$ cat config.mk
export PLATFORM = sky130hd
export DESIGN_NAME = framed_motor_command_parser
export DESIGN_NICKNAME = d
export VERILOG_FILES = /design/src/rtl/fmcp_pkg.sv /design/src/rtl/framed_motor_command_parser.sv
export SDC_FILE = /design/constraint.sdc
export NUM_CORES = 1
export LEC_CHECK = 0
export ABC_CLOCK_PERIOD_IN_PS = 5100
export BUFFER_PORTS_ARGS = -buffer_cell sky130_fd_sc_hd__buf_2
export CAP_MARGIN = 20
export CORE_MARGIN = 3
export CORE_UTILIZATION = 58
export CTS_CLUSTER_SIZE = 10
export DETAILED_ROUTE_END_ITERATION = 6
export GPL_ROUTABILITY_DRIVEN = 0
export PLACE_DENSITY = 0.81
export SETUP_SLACK_MARGIN = 0.05
export SLEW_MARGIN = 20
export SYNTH_ARGS = -nofsm -noshare
export SYNTH_HDL_FRONTEND = slang
export SYNTH_SLANG_ARGS = --single-unit
$ cat constraint.sdc
create_clock -name clk -period 5.1 [get_ports clk]
set_clock_uncertainty 0.1 [all_clocks]
set_input_delay 0.255 -clock clk [delete_from_list [all_inputs] [get_ports clk]]
set_output_delay 0.255 -clock clk [all_outputs]
set_load 0.005 [all_outputs]
$ cat src/rtl/fmcp_pkg.sv
// Shared types and constants for the framed motor command parser.
// Depends on nothing; the parser module imports it.
package fmcp_pkg;

  // Start marker value after reset.
  localparam logic [7:0] StartMarkerReset = 8'hBB;

  // Frame parser phase.
  typedef enum logic [2:0] {
    PH_HUNT = 3'd0,
    PH_MARK = 3'd1,
    PH_ID   = 3'd2,
    PH_HIGH = 3'd3,
    PH_LOW  = 3'd4
  } phase_t;

  // One completed frame as it leaves the parser.
  typedef struct packed {
    logic [7:0]  received_sum;
    logic [7:0]  computed_sum;
    logic [15:0] speed_value;
    logic [7:0]  device_id;
  } frame_data_t;

endpackage

$ cat src/rtl/framed_motor_command_parser.sv
// A frame's result appears on out_tvalid in the cycle after its checksum byte is transferred.
// Throughput: one byte per cycle; the only stall is a result that waits in the output register.
// The phase register changes only on a byte transfer; the output register also clears when its result is taken.
// Reset (rst_n low, synchronous): parser hunts for a start byte, marker returns to 0xBB,
// held bytes clear and no result is pending.
// Depends on fmcp_pkg for the phase type, the result struct and the marker reset value.
module framed_motor_command_parser (
  input  logic        clk,
  input  logic        rst_n,
  // Marker register write channel.
  input  logic        cfg_valid,
  output logic        cfg_ready,
  input  logic [7:0]  cfg_data,      // start_marker
  // Received byte stream.
  input  logic        in_tvalid,
  output logic        in_tready,
  input  logic [7:0]  in_tdata,      // rx_byte
  // Completed frames.
  output logic        out_tvalid,
  input  logic        out_tready,
  output logic [39:0] out_tdata,     // device_id[7:0], speed_value[23:8],
                                     // computed_sum[31:24], received_sum[39:32]
  output logic        out_tuser      // checksum_ok
);

  import fmcp_pkg::*;

  logic [7:0]  marker_r;
  phase_t      phase_r, phase_nxt;
  logic [7:0]  held_id_r, held_id_nxt;
  logic [7:0]  held_high_r, held_high_nxt;
  logic [7:0]  held_low_r, held_low_nxt;
  logic        out_valid_r, out_valid_nxt;
  frame_data_t out_data_r, out_data_nxt;
  logic        out_ok_r, out_ok_nxt;

  logic        in_fire;
  logic        is_mark;
  logic        emit;
  logic [7:0]  sum;

  // Configuration writes are always taken.
  assign cfg_ready = 1'b1;

  always_ff @(posedge clk) begin
    if (!rst_n) begin
      marker_r <= StartMarkerReset;
    end else if (cfg_valid) begin
      marker_r <= cfg_data;
    end
  end

  // A new byte is taken whenever the output register is free or drains this cycle.
  assign in_tready = !out_valid_r || out_tready;
  assign in_fire   = in_tvalid && in_tready;
  assign is_mark   = (in_tdata == marker_r);
  assign sum       = held_id_r ^ held_high_r ^ held_low_r;

  // Next phase and captured bytes.
  always_comb begin
    phase_nxt     = phase_r;
    held_id_nxt   = held_id_r;
    held_high_nxt = held_high_r;
    held_low_nxt  = held_low_r;
    if (in_fire) begin
      unique case (phase_r)
        PH_HUNT: begin
          if (is_mark) phase_nxt = PH_MARK;
        end
        PH_MARK: begin
          if (is_mark) begin
            phase_nxt = PH_MARK;
          end else begin
            held_id_nxt = in_tdata;
            phase_nxt   = PH_ID;
          end
        end
        PH_ID: begin
          if (is_mark) begin
            phase_nxt = PH_MARK;
          end else begin
            held_high_nxt = in_tdata;
            phase_nxt     = PH_HIGH;
          end
        end
        PH_HIGH: begin
          if (is_mark) begin
            phase_nxt = PH_MARK;
          end else begin
            held_low_nxt = in_tdata;
            phase_nxt    = PH_LOW;
          end
        end
        PH_LOW: begin
          phase_nxt = is_mark ? PH_MARK : PH_HUNT;
        end
        default: begin
          phase_nxt = PH_HUNT;
        end
      endcase
    end
  end

  // Result generation on the checksum byte.
  always_comb begin
    emit                      = in_fire && (phase_r == PH_LOW) && !is_mark;
    out_valid_nxt             = out_valid_r;
    out_data_nxt              = out_data_r;
    out_ok_nxt                = out_ok_r;
    if (out_valid_r && out_tready) out_valid_nxt = 1'b0;
    if (emit) begin
      out_valid_nxt             = 1'b1;
      out_data_nxt.device_id    = held_id_r;
      out_data_nxt.speed_value  = {held_high_r, held_low_r};
      out_data_nxt.computed_sum = sum;
      out_data_nxt.received_sum = in_tdata;
      out_ok_nxt                = (sum == in_tdata);
    end
  end

  // Control state.
  always_ff @(posedge clk) begin
    if (!rst_n) begin
      phase_r     <= PH_HUNT;
      out_valid_r <= 1'b0;
      held_id_r   <= 8'd0;
      held_high_r <= 8'd0;
      held_low_r  <= 8'd0;
    end else begin
      phase_r     <= phase_nxt;
      out_valid_r <= out_valid_nxt;
      held_id_r   <= held_id_nxt;
      held_high_r <= held_high_nxt;
      held_low_r  <= held_low_nxt;
    end
  end

  // Result payload.
  always_ff @(posedge clk) begin
    out_data_r <= out_data_nxt;
    out_ok_r   <= out_ok_nxt;
  end

  assign out_tvalid = out_valid_r;
  assign out_tdata  = out_data_r;
  assign out_tuser  = out_ok_r;

`ifndef NO_ASSERTIONS
  // A result appears only after a non-marker byte was taken in the checksum phase.
  a_rise_from_frame: assert property (@(posedge clk) disable iff (!rst_n)
    $rose(out_tvalid) |-> $past(in_fire && (phase_r == PH_LOW) && !is_mark))
    else $error("result appeared without a completed frame");

  // The checksum flag agrees with the two sums carried with it.
  a_ok_consistent: assert property (@(posedge clk) disable iff (!rst_n)
    out_tvalid |-> (out_tuser == (out_data_r.computed_sum == out_data_r.received_sum)))
    else $error("checksum flag disagrees with sums");

  // A completed frame sends the parser back to hunting.
  a_back_to_hunt: assert property (@(posedge clk) disable iff (!rst_n)
    emit |=> (phase_r == PH_HUNT))
    else $error("parser did not return to hunting after a frame");

  // No byte is taken while an unaccepted result holds the output register.
  a_no_overrun: assert property (@(posedge clk) disable iff (!rst_n)
    (out_valid_r && !out_tready) |-> !in_tready)
    else $error("byte taken while result register is blocked");
`endif

endmodule

### After elaboration in Yosys (flattened, before gate mapping)

Index checks and enable logic that the tools add are counted.

* muxes and demuxes: 8
* $add $sub $neg: 0
* divide/modulo/power cells: 0
* $lt $le $gt $ge: 0
* bitwise operators: 3
* equal/unequal tests: 7
* reductions and logical operators: 13
* shift operators: 0
* $mul: 0

Operators by type and width (count)
* == test 8 bit: 2
* bitwise XOR 8 bit: 2
* case mux 3 bit (5 select lines): 1
* AND reduction 3 bit: 3
* == test 3 x 2 -> 1 bit, second input constant: 2
* 2-to-1 mux 3 bit: 2
* logical AND 1 bit: 4
* 2-to-1 mux 2 bit: 2
* == test 3 x 1 -> 1 bit, second input constant: 1
* == test 3 bit, second input constant: 1
* logical NOT 3 bit: 1
* 2-to-1 mux 1 bit: 3
* logical NOT 1 bit: 2
* != test 2 bit, second input constant: 1
* AND reduction 2 bit: 1
* nonzero test 2 bit: 1
* logical OR 1 bit: 1
* NOT 1 bit: 1

* output and inout port bits: 44
* memory bits (read-only): 0
* bits of input ports: 21
* RAM bits: 0
* memories: 0
* flip-flop bits (word level): 77
* bits in latches: 0

### Longest topological paths before layout

* depth after elaboration: 6
* depth in mapped cells: 6

### Worst setup path before layout

No wires, ideal clock.

* path type: reg-to-reg
* from: register out_valid_r (netlist: out_tvalid)
* to: register out_data_r, in the netlist out_tdata[0] (enable)
* slack: 2.933 ns
* path buffers: 0
* library setup time: 0.395 ns
* cell stages (with the launch flop): 6
* required time: 4.605 ns
* arrival: 1.672 ns
* path through: dfxtp_1 -> nand2b_2 -> nand2_1 -> nor3_1 -> nand3b_1 -> inv_1

* longest elaborated chain between the ends: 5

RTL lines
* start, declared: line framed_motor_command_parser.sv:33 `logic out_valid_r, out_valid_nxt;`
* start signal, assigned: line framed_motor_command_parser.sv:131 `out_valid_r <= out_valid_nxt;`
* logical NOT 1 bit: line framed_motor_command_parser.sv:54 `assign in_tready = !out_valid_r || out_tready;`
* logical OR 1 bit: line framed_motor_command_parser.sv:54
* via in_tready: line framed_motor_command_parser.sv:16 `output logic in_tready,`
* logical AND 1 bit: line framed_motor_command_parser.sv:55 `assign in_fire = in_tvalid && in_tready;`
* logical AND 1 bit (2 in a row): line framed_motor_command_parser.sv:106 `emit = in_fire && (phase_r == PH_LOW) && !is_mark;`
* via emit: line framed_motor_command_parser.sv:39 `logic emit;`
* end signal, assigned: line framed_motor_command_parser.sv:140 `out_data_r <= out_data_nxt;`
* end, declared: line framed_motor_command_parser.sv:34 `frame_data_t out_data_r, out_data_nxt;`

The timed path passes the listed nets, and every way through them passes these cells.
A chain may end at the register's enable or synchronous reset.

### Worst setup path after layout

* from: register out_valid_r (netlist: out_tvalid)
* to: register out_data_r, in the netlist out_tdata[26] (enable)

* longest elaborated chain between the ends: 5

RTL lines (line)
* logical NOT 1 bit: framed_motor_command_parser.sv:54
* logical OR 1 bit: framed_motor_command_parser.sv:54
* logical AND 1 bit: framed_motor_command_parser.sv:55
* logical AND 1 bit (2 in a row): framed_motor_command_parser.sv:106
* via emit: framed_motor_command_parser.sv:39

The timed path passes the listed nets, and every way through them passes these cells.

==> impl_results.md <==
- Post-DP HPWL: 3.67 mm
- Worst Hold Class: input port to flip-flop
- Total power per unit cell area: 301 nW/um^2
- Crit path arrival time: 2380 ps
- Worst Tran Pin Value: 924 ps
- Ports: 65
- DR iter-0 viols: 114
- Global-route wire length before repair: 8.64 mm
- Synthesis-to-layout area growth: 16.7%
- Filler instances: 356
- Root Driver: clkbuf_8
- Layout cells sized above 1: 27.3%
- Max-slew violations: 0
- Post-CTS Hold Fix Bufs: 0
- Crit path launch type: flip-flop
- CP max FO: 21
- CTS tree: done
- Overall power: 0.00108 W
- LEAKAGE: 1.31 nW
- Synth unique cells: 32
- # resized after CTS: 0
- Post-Synthesis Net Count: 249
- Hold Vio Cnt, Final: 0
- Storage element area: 1950 um^2
- Final period util: 48.2%
- # DRC: 0
- Post-route cell area: 3570 um^2
- Initial Utilization: 62.3%
- Worst IR Drop VDD: 0.215 mV
- Fmax: 407 MHz
- # nets final: 315
- Drt wl/cell: 14.8 um
- CTS Buffer Depth: 2
- Row cnt: 25
- Drt pass-1 iters: 4
- Area of the mapped netlist: 3060 um^2
- Number of vias per cell: 5.12
- Vias in the first global route: 1746
- Antenna Violating Nets Remaining: 0
- Gr ovfl total: 0
- CP endpoint kind: flip-flop
- Total die area: 6180 um^2
- Syn_area_per_cell: 13.4 um^2
- Port bufs: 63
- Worst skew pair latency: 340 ps
- Tot GR Track Use: 18.9%
- Placed cell area: 3410 um^2
- Routed WL: 5.37 mm
- Max-cap violations: 0
- Worst slew margin: 38.3%
- Core area: 4910 um^2
- Post-route insts no fill: 364
- RSZ-0062 raised after global routing: no
- FF+latch count, synth: 77
- Cell count after synthesis: 228
- ANT cells: 0
- WS Path Type: flip-flop to flip-flop
- Run status: completed
- CTS buffer count: 9
- Fin Setup TNS: 0 ps
- Most common cell after layout, fill and taps aside: buf_2
- Commonest non-fill, non-tap cells in the layout: buf_2, nand2_1, edfxtp_1
- Via Count: 1864
- # clock sinks: 77
- Post-CTS Setup Bufs: 0
- Multi-input gate area: 1040 um^2
- Clk pin slew, worst setup/hold paths: 70 ps
- Die Span X: 78.6 um
- Final setup vio count: 0
- Htree depth: 3
- Min Tclk post-route: 2460 ps
- Register area share after synthesis: 63.8%
- Largest net degree at the start of global routing: 42
- Die span in y: 78.6 um
- Ys Warns: 0
- Initial antenna violation count: 0
- Crit path required time: 5020 ps
- Placed Cells: 350
## routing by layer
metal,up-vias,global-route usage [%],share of wire (%)
met5,-,0,0
met4,0,10.1,2.1
met3,12,5.39,6.7
met2,67,28.8,48
met1,858,24.5,43
li1,927,-,-
## synthesized netlist by cell type (all sizes together)
| library cell | instances | area, um^2 |
|---|---|---|
| edfxtp | 41 | 1230 |
| nand2 | 41 | 154 |
| dfxtp | 36 | 721 |
| mux2i | 33 | 330 |
| xnor2 | 26 | 228 |
| nor2 | 7 | 41.3 |
| clkbuf | 6 | 22.5 |
| nand4 | 4 | 31.3 |
| xor2 | 4 | 35.0 |
| buf | 3 | 30.0 |
| inv | 3 | 11.3 |
| nor3 | 3 | 15.0 |
| nand3 | 2 | 10.0 |
| nand3b | 2 | 15.0 |
| nor4bb | 2 | 50.1 |
| o21ai | 2 | 10.0 |
| a211oi | 1 | 7.51 |
| a21oi | 1 | 5.00 |
| a31oi | 1 | 6.26 |
| and2 | 1 | 6.26 |
| and4bb | 1 | 12.5 |
| conb | 1 | 3.75 |
| nand2b | 1 | 8.76 |
| nor2b | 1 | 6.26 |
| nor4 | 1 | 6.26 |
| o21a | 1 | 7.51 |
| o41ai | 1 | 8.76 |
| xnor3 | 1 | 22.5 |
| xor3 | 1 | 23.8 |
## through the flow
step / setup WS [ps] / util [%] / hold slack [ps]
6_report: 2640 / 72.7 / 31.6
5_1_grt: 2450 / 72.7 / 33.3
4_1_cts: 2670 / 72.7 / 21.1
3_5_place_dp: 2650 / 69.5 / 366
3_3_place_gp: 2740 / 69.5 / 360
2_1_floorplan: 2930 / - / 254
## cells by family after synthesis
logic type	Yosys count	synth area share, %
xor gates and xnor gates	32	10.1
buffers and inverters	12	2.08
DFF	77	63.8
AOI/OAI and AO/OA	7	1.47
and+or+nand+nor	66	11.7
other	1	0.123
muxes	33	10.8
## critical path, cell delays in order (launching register included)
cell and delay (ps):
dfxtp_1 320, nand2b_2 90, nand2_1 160, nor3_1 300, nand3b_1 150, inv_1 600
buf_4 400
## cell type report
type / instances / area share, %
Tap cell: 67 / 2.35
Sequential cell: 77 / 54.7
Timing Repair Buffer: 64 / 9.04
Clock inverter: 2 / 0.315
Multi-Input combinational cell: 139 / 29.3
Clock buffer: 12 / 4.06
Inverter: 3 / 0.315
## power by group
part / switching (W) / internal (W) / leakage (nW)
Sequential: 0.00000313 / 0.000651 / 0.667
Combinational: 0.0000261 / 0.0000205 / 0.569
Clock: 0.000192 / 0.000183 / 0.0760
## state kept, by name (all words and copies together) (netlist names)
register	flops
out_tdata	40
out_tvalid	1
out_tuser	1
marker_r	8
held_high_r	8
held_low_r	8
phase_r	3
held_id_r	8
## final timing paths
check | from | endpoint | slack [ps] | depth (start not counted)
setup / recovery | out_tvalid$_SDFFE_PN0P_ | out_tdata[26]$_DFFE_PP_ | 2640 | 6
hold / removal | cfg_data[1] | marker_r[1]$_SDFFE_PN1P_ | 30 | 3
hold reg to reg | held_high_r[7]$_SDFFE_PN0P_ | out_tdata[23]$_DFFE_PP_ | 380 | 0
setup reg to reg | out_tvalid$_SDFFE_PN0P_ | out_tdata[26]$_DFFE_PP_ | 2640 | 6
(Power assumes the default switching activity.)
